$ cat config.mk
export PLATFORM = sky130hd
export DESIGN_NAME = scm_queue
export DESIGN_NICKNAME = d
export VERILOG_FILES = /design/src/rtl/core/scope_capture_trigger_measure_macros.svh /design/src/rtl/core/scm_queue.sv
export SDC_FILE = /design/constraint.sdc
export NUM_CORES = 1
export LEC_CHECK = 0
export BUFFER_PORTS_ARGS = -buffer_cell sky130_fd_sc_hd__buf_2
export CAP_MARGIN = 20
export CORE_MARGIN = 5
export CORE_UTILIZATION = 44
export DETAILED_ROUTE_END_ITERATION = 10
export PLACE_DENSITY = 0.72
export SLEW_MARGIN = 20
export SYNTH_ARGS = -nofsm -noshare
export SYNTH_HDL_FRONTEND = slang
export SYNTH_SLANG_ARGS = --single-unit
$ cat constraint.sdc
create_clock -name clk -period 1.6 [get_ports clk]
set_clock_uncertainty 0.2 [all_clocks]
set_input_delay 0.32 -clock clk [delete_from_list [all_inputs] [get_ports clk]]
set_output_delay 0.32 -clock clk [all_outputs]
set_load 0.02 [all_outputs]
$ cat src/rtl/core/scope_capture_trigger_measure_macros.svh
// Assertion macros for the scope capture, trigger and measure block.
// Included by the top level; expects clk and rst in scope at the point of use.
`ifndef SCOPE_CAPTURE_TRIGGER_MEASURE_MACROS_SVH
`define SCOPE_CAPTURE_TRIGGER_MEASURE_MACROS_SVH
`ifndef NO_ASSERTIONS
`define SCM_ASSERT_NOW(lbl, ante, cons, msg) \
  lbl: assert property (@(posedge clk) disable iff (rst) (ante) |-> (cons)) \
    else $error(msg);
`define SCM_ASSERT_NEXT(lbl, ante, cons, msg) \
  lbl: assert property (@(posedge clk) disable iff (rst) (ante) |=> (cons)) \
    else $error(msg);
`else
`define SCM_ASSERT_NOW(lbl, ante, cons, msg)
`define SCM_ASSERT_NEXT(lbl, ante, cons, msg)
`endif
`endif

$ cat src/rtl/core/scm_queue.sv
// Two-entry job queue between the capture front and the measure back.
// Generic payload width; no package dependency.
`default_nettype none
module scm_queue #(
  parameter int W = 8
) (
  input  wire logic         clk,
  input  wire logic         rst,
  input  wire logic         push_valid,
  output logic              push_ready,
  input  wire logic [W-1:0] push_data,
  output logic              pop_valid,
  input  wire logic         pop_ready,
  output logic      [W-1:0] pop_data
);

  logic [W-1:0] slot [2];
  logic         wp;
  logic         rp;
  logic [1:0]   used;
  logic         do_push;
  logic         do_pop;

  assign push_ready = (used != 2'd2);
  assign pop_valid  = (used != 2'd0);
  assign pop_data   = slot[rp];
  assign do_push    = push_valid && push_ready;
  assign do_pop     = pop_valid && pop_ready;

  always_ff @(posedge clk) begin
    if (do_push) begin
      slot[wp] <= push_data;
    end
  end

  always_ff @(posedge clk) begin
    if (rst) begin
      wp   <= 1'b0;
      rp   <= 1'b0;
      used <= 2'd0;
    end else begin
      if (do_push) wp <= ~wp;
      if (do_pop)  rp <= ~rp;
      if (do_push && !do_pop) begin
        used <= used + 2'd1;
      end else if (do_pop && !do_push) begin
        used <= used - 2'd1;
      end
    end
  end

endmodule
`default_nettype wire

# Yosys cells after proc, flatten, opt, wreduce, memory -nomap -nowiden
# Memories as Yosys holds them, arrays and structs flattened. A register that Yosys moved wholly into a read port is not among the register bits.
# Cells that the tools add are included.
# word_totals
ff_bits	4
mem_bits_rw	16
output_inout_bits	10
n_memories	1
# classes
addsub	2
n_eq_ne	1
muxes	6
n_bitwise	2
n_reduce_logical	8
# mem_list
memory	words	word_bits	read_ports	rd_ports_with_merged_regs	wr	line	text
slot	2	8	1	1	1	scm_queue.sv:17	logic [W-1:0] slot [2];
# op_table
operator	n
logical AND 1 bit	4
2-to-1 mux 1 bit	4
2-to-1 mux 2 bit	2
nonzero test 2 bit	2
adder 2 x 1 -> 2 bit, second input constant	1
logical NOT 1 bit	2
!= test 2 bit, second input constant	1
inverter 1 bit	2
subtractor 2 x 1 -> 2 bit, second input constant	1

# Logic depth before layout (Yosys ltp)
# Gate-level depths: netlist of run 1.
# logic_depth
depth_word	6
ltp_mapped	6
mapped_depth_nobuf	6

# Worst setup path before layout of run 1
# No wires, ideal clock.
# synth_path
kind	register -> register
from	register used[0]
to	register used[1]
setup_ps	70
t_arrival_ps	1595
required_ps	1330
slack_ps	-265
stages_incl_launch_ff	6
n_path_buf	0
period_less_slack_ps	1865
cell_sequence	dfxtp_1 > nand2b_1 > and2_1 > ha_1 > or3_1 > a21oi_1
# synth_via
elab_chain_cells	5
# synth_rtl
element	line	text
from (decl)	scm_queue.sv:20	logic [1:0] used;
from (signal assigned)	scm_queue.sv:45	used <= used + 2'd1;
from (signal assigned)	scm_queue.sv:47	used <= used - 2'd1;
!= test 2 bit *	scm_queue.sv:24	assign push_ready = (used != 2'd2);
named net push_ready	scm_queue.sv:10	output logic push_ready,
logical AND 1 bit *	scm_queue.sv:27	assign do_push = push_valid && push_ready;
named net do_push	scm_queue.sv:21	logic do_push;
logical NOT 1 bit	scm_queue.sv:46	end else if (do_pop && !do_push) begin
logical AND 1 bit	scm_queue.sv:46	
nonzero test 2 bit (no line)	-	
# Mark *: on every way through the listed nets, which the timed path passes. The rest lies on a longest branch. The select of a mux whose other input is x is not followed.
# A chain may end at the register's enable or synchronous reset.

==> impl_results.md, run 1 <==
- Outcome: complete, but fails checks
- Violated checks: setup timing
- Fmax: 0.574 GHz
- Power Total: 1.89 mW
- Total grt overflow: 0
- Yosys Warn Count: 0
- # diodes: 0
- Largest net degree at the start of global routing: 13
- Core ar.: 0.00173 mm2
- LEAKAGE: 0.512 nW
- HPWL Detailed: 989 um
- Worst vdd ir: 1.10 mV
- Critical Path Fanout Max: 8
- Yosys reg bits: 21
- CTS tree: yes
- Vias per inst: 4.52
- RSZ-0062 raised after global routing: true
- Cell variety after synth: 17
- Relative slew slack: 0.764
- CTS max path bufs: 2
- Setup CP Type: reg2out
- Die extent in y: 52.6 um
- Post-layout util: 0.712
- Antenna violations before repair: 0
- H-tree levels: 1
- Netlist Area Pre-Place: 798 um2
- Synth area leaders: edfxtp_1, dfxtp_1, mux2_2
- Tmin final: 1.74 ns
- Yosys top cell by area: edfxtp_1
- Worst reg-to-reg setup slack: -0.03 ns
- Syn_area_per_cell: 16.3 um2
- Final Hold Fails: 0
- Post-route setup slack: -0.143 ns
- Worst EP arrival: 1.22 ns
- Die Span X: 52.6 um
- Mapped Nets: 62
- Root Buffer: clkbuf_4
- Hold depth: 1
- Measured slew at the worst slew-check pin: 0.353 ns
- Req. time, crit path: 1.08 ns
- Hold path startpoint: push_data[2]
- Tot GR Track Use: 0.112
- Starting DRC count in detailed routing: 0
- Effective utilization at floorplan: 0.462
- Num ports: 22
- Post-route DRC: 0
- Max Cap Viol: 0
- DRT Wirelength: 1550 um
- Main combinational cell family by area after synthesis: multiplexers
- Antenna-violating nets left: 0
- Area delta synth->final: 53.9%
- Mux cell area share after synthesis: 0.113
- Register area share after synthesis: 0.727
- Synth Area in Simple Gates: 0.0627
- Hold path endpoint: slot[1][2]$_DFFE_PP_
- Endpoint type of the worst setup path: output pin
- Compound-gate portion of the synthesized area: 0.0376
- Die ar.: 0.00277 mm2
- Cells after DPL: 100
- DR pass1 iterations: 1
- Port Buffers: 21
- Worst skew pair latency: 0.30 ns
- Clock sinks: 21
- Final Setup Violations: 10
- Share of cells above drive strength 1: 0.557
- Final cell area excluding filler cells: 0.00123 mm2
- Slew Limit Fails: 0
- Routed length per instance: 13.7 um
- Placed Area: 998 um2
- Post-Syn Instances: 49
- # nets final: 102
- Crit Reg-Reg Startpoint: used[0]$_SDFFE_PP0P_
- Period Utilization, post-route: 1.09
- Post-synth top area share: 0.602
- Reg2reg path depth: 6
- CTS Buf Count: 3
- Non-Filler Instances: 113
- Final GP Congestion: 0.620
- First-pass GRT wire length: 2160 um
- Hold Crit Class: in2reg
- Reg-to-reg endpoint: used[1]$_SDFFE_PP0P_
- CP startpoint kind: flop
- Worst-path clk slew: 0.10 ns
- Hold_ws: 0.0190 ns
- Vias: 511
- Num rows: 15
- Post-synthesis xor/xnor area fraction: 0.0329
- Post-Synth Adder-Cell Area: 0.0157
- PwrDens: 1540 mW/mm2
- Vias in the first global route: 529
[cells by family (layout without fill, tap and decap cells)]
family / Yosys count / in the layout
compound gates: 5 / 5
xor+xnor: 3 / 3
fa+ha+maj: 1 / 1
buf+inv: 2 / 41
flops: 21 / 21
mux: 8 / 8
simple gates: 9 / 9
[cells in the mapped netlist (all sizes together)]
library cell / n
a21bo: 1
a21oi: 2
and2: 1
and3: 1
buf: 1
dfxtp: 5
edfxtp: 16
ha: 1
inv: 1
mux2: 8
nand2b: 1
nand3b: 1
nor2: 3
o21ai: 2
or2: 1
or3: 1
xor2: 3
[per-layer routing]
metal  track usage  vias to the layer above  share of wire
met2         0.211                       11           0.55
li1              -                      262              -
met3        0.0171                        2          0.034
met4        0.0638                        0         0.0052
met1         0.115                      236           0.41
met5             0                        -              0
[worst max-delay path: stages (launching register included)]
cell     delay, ns
dfxtp_2       0.35
buf_8         0.14
mux2_4        0.32
buf_6         0.13
[worst max-delay path by stage]
stage                               from                    to  depth (start not counted)
global route                        flop           pop_data[5]                          3
floorplan           used[0]$_SDFFE_PP0P_  used[1]$_SDFFE_PP0P_                          6
detailed placement  used[1]$_SDFFE_PP0P_  used[1]$_SDFFE_PP0P_                          4
global placement    used[0]$_SDFFE_PP0P_  used[1]$_SDFFE_PP0P_                          6
finish                              flop           pop_data[5]                          3
CTS                                 flop           pop_data[5]                          3
[report_power, final]
part	switching (mW)	total [mW]	internal, mW
Clock	0.150	0.243	0.0930
Sequential	0.0556	0.762	0.707
Combinational	0.374	0.887	0.513
[area by class of cell]
| type | instances | area (um2) |
|---|---|---|
| fill | 126 | 498 |
| tap | 25 | 31.3 |
| clock inverter | 1 | 5.00 |
| clock buffer | 3 | 22.5 |
| sequential | 21 | 589 |
| inverter | 1 | 3.75 |
| multi-input combinational | 26 | 264 |
| timing repair buffer | 36 | 313 |
[flip-flops by register name (all words and copies together) (netlist names), named ones only]
signal  cells
wp          1
rp          1
used        2
slot       16
[cell usage in the layout, fill, tap and decap left out]
master         synthesis  routed
o21ai_1                0       1
mux2_4                 0       8
dfxtp_4                0       2
xor2_1                 3       3
nand2b_4               0       1
o21ai_0                2       1
a21bo_2                1       1
clkinv_2               0       1
edfxtp_1              16      16
and2_4                 0       1
dfxtp_2                0       1
or2_4                  0       1
buf_6                  0      12
buf_4                  0       5
dfxtp_1                5       2
buf_2                  1      11
inv_1                  1       1
a21oi_1                2       2
dlygate4sd3_1          0       7
or3_1                  1       1
and3_1                 1       1
nor2_1                 3       3
buf_8                  0       1
clkbuf_4               0       3
ha_4                   0       1
nand3b_1               1       1
[repair_timing]
| item | in CTS | in global routing |
|---|---|---|
| endpoints found under the hold margin | 0 | 13 |
| hold buffers | 0 | 7 |
| setup buffers | 1 | 1 |
| resized for setup | 35 | 2 |
| endpoints found under the setup margin | 11 | 11 |
[through the flow]
step / worst slack (ns) / TNS [ns]
after floorplan: 0.00299 / 0
after global placement: 0.0271 / 0
after detailed placement: -0.00742 / -0.00742
after CTS: -0.162 / -1.25
after global routing: -0.195 / -1.71
final: -0.143 / -1.15
Note: power is estimated with default switching activity, not from simulation.
==> inputs of run 2 (changes only) <==
--- a/config.mk
+++ b/config.mk
@@ -10,6 +10,7 @@
 export CORE_MARGIN = 5
 export CORE_UTILIZATION = 44
 export DETAILED_ROUTE_END_ITERATION = 10
+export GPL_TIMING_DRIVEN = 0
 export PLACE_DENSITY = 0.72
 export SLEW_MARGIN = 20
 export SYNTH_ARGS = -nofsm -noshare
==> impl_results.md, run 2 (same netlist as run 1, synthesis figures left out) <==
- Post-route DRC: 0 (unchanged)
- Slowest-stage cell, CP: dfxtp_2
- Slew Limit Fails: 0 (unchanged)
- Final cell area excluding filler cells: 0.00119 mm2 (-3.1%)
- DR pass1 iterations: 3 (+2)
- Num rows: 15 (unchanged)
- Biggest regs: slot x16, used x2
- CTS tree: yes
- Buffers & Inverters on Critical Path: 2 (unchanged)
- RSZ-0062 raised after global routing: true
- Hold path startpoint: push_data[6]
- First-pass GRT wire length: 2210 um (+2.5%)
- Total grt overflow: 0 (unchanged)
- Area delta synth->final: 49.2%
- Vias: 495 (-3.1%)
- Worst reg-to-reg setup slack: -0.04 ns (about the same)
- CTS max path bufs: 2 (unchanged)
- Worst-path clk slew: 0.11 ns (about the same)
- Max FFs per register: 16 (unchanged)
- Die extent in y: 52.6 um (unchanged)
- FILL cells: 139 (+10%)
- Placed Area: 958 um2 (-4.0%)
- Relative slew slack: 0.776 (+0.0123)
- Outcome: complete, but fails checks
- Antenna violations before repair: 0 (unchanged)
- Tot GR Track Use: 0.120 (+0.00791)
- Die ar.: 0.00277 mm2 (unchanged)
- Power Total: 1.84 mW (-2.8%)
- H-tree levels: 1 (unchanged)
- PwrDens: 1540 mW/mm2 (+0.29%)
- Largest net degree at the start of global routing: 12 (-1)
- Setup tns final: -1.17 ns (-0.0214 ns)
- Period Utilization, post-route: 1.09 (+0.00347)
- Commonest cells after routing, fill and taps aside: edfxtp_1, buf_2, buf_6, mux2_4, dlygate4sd3_1
- Crit path largest cell delay: 0.35 ns (about the same)
- Cells along the critical path: buf_8 > mux2_4 > buf_6
- Worst skew pair latency: 0.29 ns (about the same)
- Endpoint type of the worst setup path: output pin
- Root Buffer: clkbuf_4
- Crit Reg-Reg Startpoint: used[0]$_SDFFE_PP0P_
- Register area: 589 um2 (unchanged)
- Num ports: 22 (unchanged)
- DRT Wirelength: 1520 um (-1.7%)
- Worst vdd ir: 0.907 mV (-18%)
- Max Cap Viol: 0 (unchanged)
- Fmax: 0.572 GHz (-0.32%)
- Commonest non-fill, non-tap cell in the layout: edfxtp_1
- CP startpoint kind: flop
- Setup CP Type: reg2out
- Hold Crit Class: in2reg
- Worst EP arrival: 1.23 ns (about the same)
- Measured slew at the worst slew-check pin: 0.335 ns (-0.0184 ns)
- CTS Buf Count: 3 (unchanged)
- Core ar.: 0.00173 mm2 (unchanged)
- Vias in the first global route: 492 (-7.0%)
- Clock sinks: 21 (unchanged)
- Final Setup Violations: 9 (-1)
- Violated checks: setup timing
- LEAKAGE: 0.484 nW (-5.6%)
- Multi-input combinational cell area: 269 um2 (+1.9%)
- # diodes: 0 (unchanged)
- Req. time, crit path: 1.08 ns (about the same)
- Tmin final: 1.75 ns (+0.00555 ns)
- Die Span X: 52.6 um (unchanged)
- Antenna-violating nets left: 0 (unchanged)
- HPWL Detailed: 924 um (-6.6%)
- Effective utilization at floorplan: 0.462 (unchanged)
- Port Buffers: 21 (unchanged)
- Final Hold Fails: 0 (unchanged)
- Routed length per instance: 14.1 um (+2.8%)
- # nets final: 97 (-4.9%)
- Critical Path Fanout Max: 8 (unchanged)
- Final GP Congestion: 0.646 (+4.2%)
- Share of cells above drive strength 1: 0.542 (-0.0146)
- Starting DRC count in detailed routing: 6 (+6)
- Worst path top cell family by delay: flip-flops
- Vias per inst: 4.58 (+1.4%)
- Post-route setup slack: -0.149 ns (-0.00555 ns)
- Largest Register: slot
[run 2: metrics by stage]
stage          worst slack [ns]  instances  utilization  hold WS [ns]
2_1_floorplan           0.00299         49            -         0.185
4_1_cts                  -0.159        103        0.658       0.00207
3_3_place_gp            -0.0333         95        0.555         0.289
6_report                 -0.149        108        0.690        0.0190
3_5_place_dp            -0.0484         95        0.555         0.288
5_1_grt                  -0.204        108        0.690       0.00755
[run 2: path summary, 6_finish.rpt]
path | to | cells past startpoint
worst max register to register | used[1]$_SDFFE_PP0P_ | 6
worst min register to register | rp$_SDFFE_PP0P_ | 2
worst max-delay path | pop_data[4] | 3
worst min-delay path | slot[1][6]$_DFFE_PP_ | 1
[run 2: power by group]
| group | internal (mW) | leakage [nW] | switching, mW |
|---|---|---|---|
| registers | 0.707 | 0.192 | 0.0589 |
| logic | 0.468 | 0.276 | 0.362 |
| clock network | 0.0968 | 0.0150 | 0.147 |
[run 2: layer usage]
metal | wire, um | vias to the layer above | track usage
met5 | 0 | - | 0
met4 | 10 | 0 | 0.0766
met3 | 42 | 2 | 0.0285
met2 | 837 | 11 | 0.219
met1 | 634 | 233 | 0.119
li1 | - | 249 | -
[run 2: final cells by class]
type                    instances  area share
flip-flops and latches         21       0.495
multi-input cells              26       0.226
repair buffers                 30       0.215
well taps                      25      0.0263
clock buffers                   4      0.0221
plain buffers                   1      0.0126
inverters                       1     0.00315
[run 2: timing repair]
action                                  in CTS  in global routing
endpoints found under the setup margin      10                 27
resized for setup                           37                  2
hold buffers                                 2                  5
setup buffers                                2                  0
pin swaps                                    1                  2
hold endpoints to repair                     4                 10
==> inputs of run 3 (changes only) <==
--- a/config.mk
+++ b/config.mk
@@ -5,13 +5,14 @@
 export SDC_FILE = /design/constraint.sdc
 export NUM_CORES = 1
 export LEC_CHECK = 0
+export ABC_AREA = 1
 export BUFFER_PORTS_ARGS = -buffer_cell sky130_fd_sc_hd__buf_2
 export CAP_MARGIN = 20
 export CORE_MARGIN = 5
 export CORE_UTILIZATION = 44
 export DETAILED_ROUTE_END_ITERATION = 10
 export GPL_TIMING_DRIVEN = 0
-export PLACE_DENSITY = 0.72
+export PLACE_DENSITY = 0.71
 export SLEW_MARGIN = 20
 export SYNTH_ARGS = -nofsm -noshare
 export SYNTH_HDL_FRONTEND = slang
==> impl_results.md, run 3 <==
- Outcome: complete, but fails checks
- Violated checks: setup timing
- Post-synth top cells: edfxtp_1, mux2_2, nor2_1
- PwrDens: 1470 mW/mm2 (-4.6%)
- FFs w/ async S/R, synth: 0 (unchanged)
- H-tree levels: 1 (unchanged)
- Endpoint type of the worst setup path: output pin
- Yosys reg bits: 21 (unchanged)
- Post-synth top area share: 0.576 (-0.0262)
- Worst vdd ir: 0.770 mV (-15%)
- Antenna-violating nets left: 0 (unchanged)
- Die ar.: 0.00287 mm2 (+3.7%)
- Antenna violations before repair: 0 (unchanged)
- Synth area leaders: edfxtp_1, dfxtp_1, mux2_2
- LEAKAGE: 0.493 nW (+1.9%)
- Worst EP arrival: 1.23 ns (about the same)
- Die extent in y: 53.6 um (+1.8%)
- Vias: 551 (+11%)
- Starting DRC count in detailed routing: 8 (+2)
- Period Utilization, post-route: 1.09 (-0.00120)
- First-pass GRT wire length: 2310 um (+4.4%)
- Die Span X: 53.6 um (+1.8%)
- Post-route setup slack: -0.147 ns (+0.00192 ns)
- Register area: 584 um2 (-0.85%)
- Tmin final: 1.75 ns (-0.00192 ns)
- Effective utilization at floorplan: 0.473 (+0.0107)
- Clock sinks: 21 (unchanged)
- DRT Wirelength: 1560 um (+2.1%)
- Core ar.: 0.00176 mm2 (+2.2%)
- Measured slew at the worst slew-check pin: 0.428 ns (+0.0927 ns)
- Yosys top cell by area: edfxtp_1
- Main synth FF type: edfxtp_1
- CTS max path bufs: 2 (unchanged)
- Post-route DRC: 0 (unchanged)
- RSZ-0062 raised after global routing: true
- Commonest cells after routing, fill and taps aside: edfxtp_1, buf_2, mux2_4, buf_6, dlygate4sd3_1
- Cell with the most instances after synthesis: edfxtp_1
- Port Buffers: 21 (unchanged)
- FILL cells: 152 (+9.4%)
- Critical Path Fanout Max: 8 (unchanged)
- Register area share after synthesis: 0.696 (-0.0316)
- Num rows: 15 (unchanged)
- Routed length per instance: 13.1 um (-7.3%)
- Yosys Warn Count: 0 (unchanged)
- Syn_area_per_cell: 13.5 um2 (-17%)
- Tot GR Track Use: 0.116 (-0.00407)
- CTS tree: yes
- Worst skew pair latency: 0.29 ns (about the same)
- Multi-input combinational cell area: 259 um2 (-3.7%)
- Max FFs per register: 16 (unchanged)
- Final Hold Fails: 0 (unchanged)
- Cell variety after synth: 16 (-1)
- Root Buffer: clkbuf_4
- DR pass1 iterations: 4 (+1)
- Hold Crit Class: in2reg
- Netlist Area Pre-Place: 835 um2 (+4.5%)
- Vias in the first global route: 555 (+13%)
- EDFF count, synth: 16 (unchanged)
- Final Setup Violations: 8 (-1)
- # diodes: 0 (unchanged)
- Relative slew slack: 0.715 (-0.0619)
- Max Cap Viol: 0 (unchanged)
- Share of cells above drive strength 1: 0.479 (-0.0634)
- Setup Fix Bufs, Post-CTS: 0 (-2)
- Num ports: 22 (unchanged)
- Pre-CTS setup slack: -0.0616 ns (-0.0132 ns)
- Biggest regs: slot x16, used x2
- Final GP Congestion: 0.711 (+10%)
- Fmax: 0.572 GHz (+0.11%)
- CP startpoint kind: flop
- Vias per inst: 4.63 (+1.0%)
- Total grt overflow: 0 (unchanged)
- Area delta synth->final: 40.6%
- Setup CP Type: reg2out
- Largest net degree at the start of global routing: 13 (+1)
- Hold_ws: 0.0216 ns (+0.00263 ns)
- # nets final: 108 (+11%)
- Slew Limit Fails: 0 (unchanged)
- Post-Syn Instances: 62 (+27%)
- Largest Register: slot
- Worst-path clk slew: 0.11 ns (about the same)
- HPWL Detailed: 1040 um (+13%)
- CTS Buf Count: 3 (unchanged)
- Commonest non-fill, non-tap cell in the layout: edfxtp_1
- Req. time, crit path: 1.08 ns (about the same)
- Mapped Nets: 75 (+21%)
run 3: critical path: stages (launching register included):
cell	delay, ns
dfxtp_2	0.35
buf_8	0.14
mux2_4	0.31
buf_6	0.13
run 3: final timing paths:
path | startpoint | to | slack [ns] | depth (start not counted)
max reg2reg | used[0]$_SDFFE_PP0P_ | used[1]$_SDFFE_PP0P_ | 0.11 | 10
max | flop | pop_data[3] | -0.15 | 3
min | push_data[5] | slot[1][5]$_DFFE_PP_ | 0.02 | 1
min reg2reg | wp$_SDFFE_PP0P_ | wp$_SDFFE_PP0P_ | 0.32 | 2
run 3: per-stage QoR:
| step | setup TNS (ns) | instances | util | power [mW] | area (um2) |
|---|---|---|---|---|---|
| 2_1_floorplan | 0 | 62 | - | 1.16 | 835 |
| 3_3_place_gp | -1.17 | 108 | 0.550 | 1.30 | 971 |
| 3_5_place_dp | -0.774 | 108 | 0.550 | 1.32 | 971 |
| 4_1_cts | -1.21 | 112 | 0.617 | 1.70 | 1090 |
| 5_1_grt | -1.59 | 119 | 0.665 | 1.85 | 1170 |
| 6_report | -1.13 | 119 | 0.665 | 1.73 | 1170 |
run 3: cells by family (layout without fill, tap and decap cells):
kind of cell | Yosys count | count (layout) | synth area share
buffers and inverters | 9 | 41 | 0.0510
AND/OR/NAND/NOR | 19 | 19 | 0.106
AO/OA/AOI/OAI | 4 | 4 | 0.0240
adder cells (fa/ha/maj) | 1 | 1 | 0.0150
multiplexers | 8 | 8 | 0.108
flip-flops | 21 | 21 | 0.696
run 3: final cells by class:
class                   count  area share
flip-flops and latches     21       0.498
multi-input cells          32       0.221
repair buffers             28       0.192
inverters                   8      0.0267
well taps                  25      0.0267
clock buffers               3      0.0192
plain buffers               1      0.0128
clock inverters             1     0.00426
run 3: routing by layer:
layer | up-vias | share of wire | global-route usage
met5 | - | 0 | 0
met4 | 0 | 0.0077 | 0.0383
met3 | 2 | 0.031 | 0.0305
met2 | 14 | 0.58 | 0.224
met1 | 261 | 0.38 | 0.119
li1 | 274 | - | -
run 3: power by group:
group          internal [mW]  switching [mW]
sequential             0.703          0.0437
combinational          0.350           0.392
clock                 0.0929           0.148
run 3: what timing repair did:
item,CTS,global route
endpoints found under the setup margin,24,11
pin swaps,0,0
gates resized for setup,28,3
hold buffers,0,7
cloned,0,0
endpoints found under the hold margin,0,13
